<file path="src/hdl/vtp_pkg.sv">
// Shared types and widths for the vertex transform pipeline.
// No dependencies; every other file imports this package.
package vtp_pkg;

  // coordinate and matrix entry width
  localparam int unsigned COORD_W = 32;
  // exact row sum of three products plus a translation term
  localparam int unsigned SUM_W   = 65;
  // divider numerator and divisor magnitude width
  localparam int unsigned NUM_W   = 65;
  // quotient bits resolved (one above the clamp range)
  localparam int unsigned Q_W     = 33;
  // width that holds a divisor shifted by the top quotient bit
  localparam int unsigned DW      = NUM_W + Q_W;
  localparam int unsigned NREG    = 8;
  localparam int unsigned REG_W   = 64;

  typedef logic [3:0][3:0][COORD_W-1:0] mat_t;

  // one divider lane request
  typedef struct packed {
    logic [NUM_W-1:0] num;
    logic [NUM_W-1:0] dv;
    logic             ovf;
    logic             neg;
    logic             div;
  } lane_req_t;

  // one divider lane result
  typedef struct packed {
    logic [Q_W-1:0] q;
    logic           ovf;
    logic           neg;
    logic           div;
  } lane_res_t;

endpackage

</file>
<file path="src/hdl/vtp_sum.sv">
// Stages 2 and 3: row sums, rescale, divide decision and divider setup.
// Depends on vtp_pkg.
module vtp_sum #(
  parameter int unsigned FRAC_BITS = 16
) (
  input  logic                                    clk,
  input  logic                                    rst,
  input  logic                                    en,
  input  logic                                    in_vld,
  input  logic [3:0][2:0][2*vtp_pkg::COORD_W-1:0] prod,
  input  logic [3:0][vtp_pkg::COORD_W-1:0]        tr,
  output logic                                    out_vld,
  output vtp_pkg::lane_req_t [2:0]                req
);
  import vtp_pkg::*;

  localparam int unsigned RES_W = SUM_W - FRAC_BITS;
  localparam logic [RES_W-1:0] ONE = RES_W'(1) << FRAC_BITS;

  logic [3:0][SUM_W-1:0] sum;
  logic                  sum_vld;
  logic signed [RES_W-1:0] res [4];
  logic                  divide;
  logic [NUM_W-1:0]      aw;
  logic [NUM_W-1:0]      av [3];
  lane_req_t [2:0]       req_next;

  // stage 2: exact row sums
  always_ff @(posedge clk) begin
    if (rst) begin
      sum_vld <= 1'b0;
    end else if (en) begin
      sum_vld <= in_vld;
    end
  end

  always_ff @(posedge clk) begin
    if (en) begin
      for (int r = 0; r < 4; r++) begin
        sum[r] <= SUM_W'($signed(prod[r][0])) + SUM_W'($signed(prod[r][1]))
                + SUM_W'($signed(prod[r][2]))
                + (SUM_W'($signed(tr[r])) << FRAC_BITS);
      end
    end
  end

  // stage 3: rescale, magnitudes, overflow pre-check
  always_comb begin
    for (int r = 0; r < 4; r++) begin
      res[r] = RES_W'($signed(sum[r]) >>> FRAC_BITS);
    end
    divide = (res[3] != '0) && (res[3] != ONE);
    aw = res[3][RES_W-1] ? NUM_W'(-res[3]) : NUM_W'(res[3]);
    for (int r = 0; r < 3; r++) begin
      av[r] = res[r][RES_W-1] ? NUM_W'(-res[r]) : NUM_W'(res[r]);
      req_next[r].div = divide;
      req_next[r].num = divide ? (av[r] << FRAC_BITS) : av[r];
      req_next[r].dv  = divide ? aw : NUM_W'(1);
      req_next[r].neg = divide ? (res[r][RES_W-1] ^ res[3][RES_W-1]) : res[r][RES_W-1];
      req_next[r].ovf = DW'(req_next[r].num) >= (DW'(req_next[r].dv) << Q_W);
    end
  end

  always_ff @(posedge clk) begin
    if (rst) begin
      out_vld <= 1'b0;
    end else if (en) begin
      out_vld <= sum_vld;
    end
  end

  always_ff @(posedge clk) begin
    if (en) begin
      req <= req_next;
    end
  end

endmodule

</file>
<file path="config.mk">
export PLATFORM = sky130hd
export DESIGN_NAME = vtp_sum
export DESIGN_NICKNAME = d
export VERILOG_FILES = /design/src/hdl/vtp_pkg.sv /design/src/hdl/vtp_sum.sv
export SDC_FILE = /design/constraint.sdc
export NUM_CORES = 2
export LEC_CHECK = 0
export BUFFER_PORTS_ARGS = -buffer_cell sky130_fd_sc_hd__buf_2
export CORE_AREA = 2 2 506 508
export DETAILED_ROUTE_END_ITERATION = 8
export DIE_AREA = 0 0 508 510
export HOLD_SLACK_MARGIN = 0.15
export PLACE_DENSITY = 0.46
export SLEW_MARGIN = 10
export SYNTH_ARGS = -nofsm -noshare
export SYNTH_HDL_FRONTEND = slang
export SYNTH_SLANG_ARGS = --single-unit
</file>
<file path="constraint.sdc">
create_clock -name clk -period 5.6 [get_ports clk]
set_input_delay 0.28 -clock clk [delete_from_list [all_inputs] [get_ports clk]]
set_output_delay 0.28 -clock clk [all_outputs]
set_load 0.03 [all_outputs]
</file>
; ---- Word level (Yosys, flattened, before mapping)
; Cells that the tools add are included.
[word_totals]
register_bits = 529
input_bits = 900
out_inout_bits = 400
wordCells = 53
[op_classes]
reduce_logical = 2
add_sub_neg = 16
eq_ne = 1
bitwise = 3
n_lt_le_gt_ge = 3
muxes = 11
[op_table]
columns = operator, count
row1 = 65-bit 2-to-1 mux, 8
row2 = 65-bit by 98-bit >= comparator with 1-bit output, 3
row3 = 64-bit by 64-bit adder with 65-bit output, 4
row4 = 65-bit by 48-bit adder with 65-bit output, 4
row5 = 65-bit by 64-bit adder with 65-bit output, 4
row6 = 49-bit negation with 65-bit output, 4
row7 = "49-bit by 17-bit inequality test with 1-bit output, second input constant", 1
row8 = 49-bit nonzero test, 1
row9 = 1-bit 2-to-1 mux, 3
row10 = 1-bit XOR, 3
row11 = 1-bit logical AND, 1

; ---- Depth between registers and ports, before layout
[depth]
depth_word = 4
mapped_depth = 28
ltp_nobuf = 22

; ---- Worst setup path after synthesis
; Ideal clock, no wire load.
[synth_path]
kind = register to register
from = register sum (netlist bit res[31])
to = register req[268] (netlist name), data pin
path_buffers = 5
period_less_slack_ps = 5520
setup_ps = 146
required_ps = 5454
arrival_time_ps = 5374
stages_incl_launch_ff = 21
setup_slack_ps = 80
path_cell_list = edfxtp_1 > or4_1 > or4_1 > nor3_2 > and3_1 > buf_2 > clkbuf_1 > clkbuf_1 > buf_1 > buf_1 > nor2_1 > ha_1 > and4_1 > nand3_1 > nor2_1 > nand4_1 > or4_1 > or4b_1 > nor4_1 > nand3_1 > a21oi_1
[synth_lines]
columns = element, line_no
row1 = "start, declared", vtp_sum.sv:20  ; logic [3:0][SUM_W-1:0] sum;
row2 = "start signal, assigned by index", vtp_sum.sv:40  ; sum[r] <= SUM_W'($signed(prod[r][0])) + SUM_W'($signed(prod[r][1]))
row3 = "end signal, assigned", vtp_sum.sv:74  ; req <= req_next;
row4 = "end, declared", vtp_sum.sv:13  ; output vtp_pkg::lane_req_t [2:0] req

==> out/results.txt <==
Status: finished with violations
Failing checks: negative setup slack
Crit end category: register
Setup TNS: -43.4 ps
Clk sinks: 465
Logic pwr share: 63.7%
Largest net degree at the start of global routing: 121
RSZ-0062 raised after global routing: yes
Crit-path cells: or4_4, or3_1, or4_4, or2_4, or4_4, inv_2, nand2_4, o41ai_4, xor2_1, nor2_1, ha_1, nand4_1, nor3_2, nand2_1, or4_4, or4b_4, nor4_2, nand3_1, a21oi_2
Worst VDD drop: 0.357 mV
Area grow syn2layout: 30.9%
Most common cell after layout, fill and taps aside: buf_2
Die Wd: 508 um
Post-Layout Cell Count: 8947
Clock Tree Root: clkbuf_16
CP max FO: 5
Fmax: 177 MHz
CTS tree: built
First DRT Iteration DRCs: 2669
I/O pin cnt: 1300
ANT nets after route: 0
Worst slew margin: 24.4%
Max stage delay on crit path: 550 ps
Switching share of total power: 51.8%
Grt ovf: 0
Setup Skew: 30.8 ps
Crit path time final: 5640 ps
Area contributors post-synth: edfxtp_1 31%, fa_1 20%, ha_1 11%
PwrDens: 592 mW/mm2
Seq pwr share: 23.0%
Synth Instances: 4164
Die H: 510 um
Netlist cell types: 90
DRC violations left: 0
Vias per std cell: 4.38
Post-DP HPWL: 207000 um
Full die area: 0.259 mm2
Startpoint types: register
Worst path slowest cell: or4_4
Max Slew Vio Count: 0
Dpl cells: 8788
Final wirelength: 236000 um
Max_cap viols: 0
Antenna violations before repair: 85
Port bufs: 1299
Net switching power: 18200 uW
Ys flop type: edfxtp_1
Pleak: 0.0250 uW
Num rows: 185
Clock buffer depth: 3
Ys Warns: 0
DR pass1 iterations: 5
Most frequent cells in the layout: 1298 x buf_2, 463 x edfxtp_1, 444 x fa_1
Most common cell on crit path: or4_4
Hold slack: 299 ps
Post-place setup slack: -233 ps
Register area share after synthesis: 30.8%
Fill cells: 27400
Mean Syn Cell Area: 10.9 um2
Starting Density: 17.9%
Post-Syn Area: 0.0453 mm2
Register bit count reported by yosys: 465
Final net count: 7253
Clock transition at path regs: 60 ps
Final setup violation count: 1
Fraction of registers with async set/reset: 0%
Global-route wire length before repair: 321000 um
Htree depth: 3
Worst-Margin Slew: 1130 ps
Synth area leader: edfxtp_1
WL/cell: 26.4 um
GRT Total Usage: 17.7%
Number of hold violations in the final report: 0
HP Class: input pin to register
Via count: 39200
CTS Buf Count: 68
Period utilization: 101%
CP delay by family, top: simple AND/OR/NAND/NOR gates
Core area: 0.253 mm2
CP Class: register to register
Share of the synthesized area in the top cell type: 30.7%
Clk Latency, worst-skew pair: 680 ps
Layout cells sized above 1: 31.6%
Number of global-route vias before repair: 40800
Crit path buffers/inverters: 1
Internal: 16900 uW
RD Place Congestion: 0.926
Worst Path Arrival: 6180 ps
Final Worst Setup Slack: -43.4 ps
Number of synthesized flops with an enable pin: 463
Worst EP required: 6130 ps
Clock power frac: 13.3%
power groups by stage:
stage          logic [uW]  clock network, uW  registers (uW)
6_report            22400               4670            8060
5_1_grt             24600               4970            8260
4_1_cts             22800               4870            8120
3_5_place_dp        22600                  0            8150
3_3_place_gp        22600                  0            8130
2_1_floorplan       11800                  0            8640
stage by stage:
stage	util, %	area (um2)	total power [uW]
final	23.4	59300	35100
after global routing	23.4	59300	37800
after CTS	23.3	59000	35700
after detailed placement	22.3	56500	30700
after global placement	22.3	56500	30700
after floorplan	-	45400	20400
repair_timing:
action,CTS,global route
setup buffers,0,10
endpoints found under the hold margin,50,0
resized for setup,21,35
hold buffers,3,0
setup endpoints to repair,3,3
pin swaps,6,28
cloned,0,0
worst paths after layout:
path / start / endpoint / slack (ps) / depth (start not counted)
hold reg to reg: sum_vld / out_vld / 510 / 2
hold / removal: tr[33] / res[100] / 300 / 4
setup / recovery: res[67] / req[268] / -40 / 19
setup reg to reg: res[67] / req[268] / -40 / 19
cells in the mapped netlist, drive strengths merged (11+ instances only):
master  count
o211ai     20
xor2      185
o31a       11
nand4      71
fa        444
nor2      314
a31oi      43
a41oi      11
or2        28
nor2b      30
clkbuf     95
xnor2     189
buf       160
o21a       27
nor4       40
inv        95
o21bai     37
or4        47
a211oi     27
nand2b     25
and4       12
nor3       70
and3       32
edfxtp    463
mux2i      25
a21oi     304
a21o      155
ha        404
o41ai      26
o21ai     183
and2       28
nand3     107
nand2     230
o31ai      55
or3        39
worst min-delay path: stages:
cell and delay [ps]:
buf_2 90, fa_1 170, ha_1 170, xor2_1 90
routing by layer:
metal  global-route usage, %  share of wire, %  wire (um)  vias to the layer above
met1                    22.7                43     102000                    19400
met2                    30.6                49     115000                     1581
li1                        -                 -          -                    17900
met5                       0             0.014         34                        -
met3                    3.29               5.7      13500                      259
met4                    4.16               2.4       5620                        6
kinds of logic after synthesis:
group	synth area share, %
AND/OR/NAND/NOR	12.2
other	0.00827
buffers and inverters	4.02
AO/OA/AOI/OAI	14.3
XOR/XNOR	7.23
multiplexers	0.751
adder cells (fa/ha/maj)	30.8
flip-flops	30.8
state kept, by name (all words and copies together), names as in the netlist:
register	flops
sum_vld	1
out_vld	1
res	196
req	267
area by class of cell:
type,instances,area (um2),area share [%]
repair buffers,1511,8200,13.8
clock buffers,79,1830,3.08
inverters,95,362,0.610
diodes,22,55.1,0.0928
flip-flops and latches,465,13900,23.5
clock inverters,45,548,0.924
well taps,3366,4210,7.10
multi-input cells,3364,30200,50.9
Power figures use the tool's default switching activity.
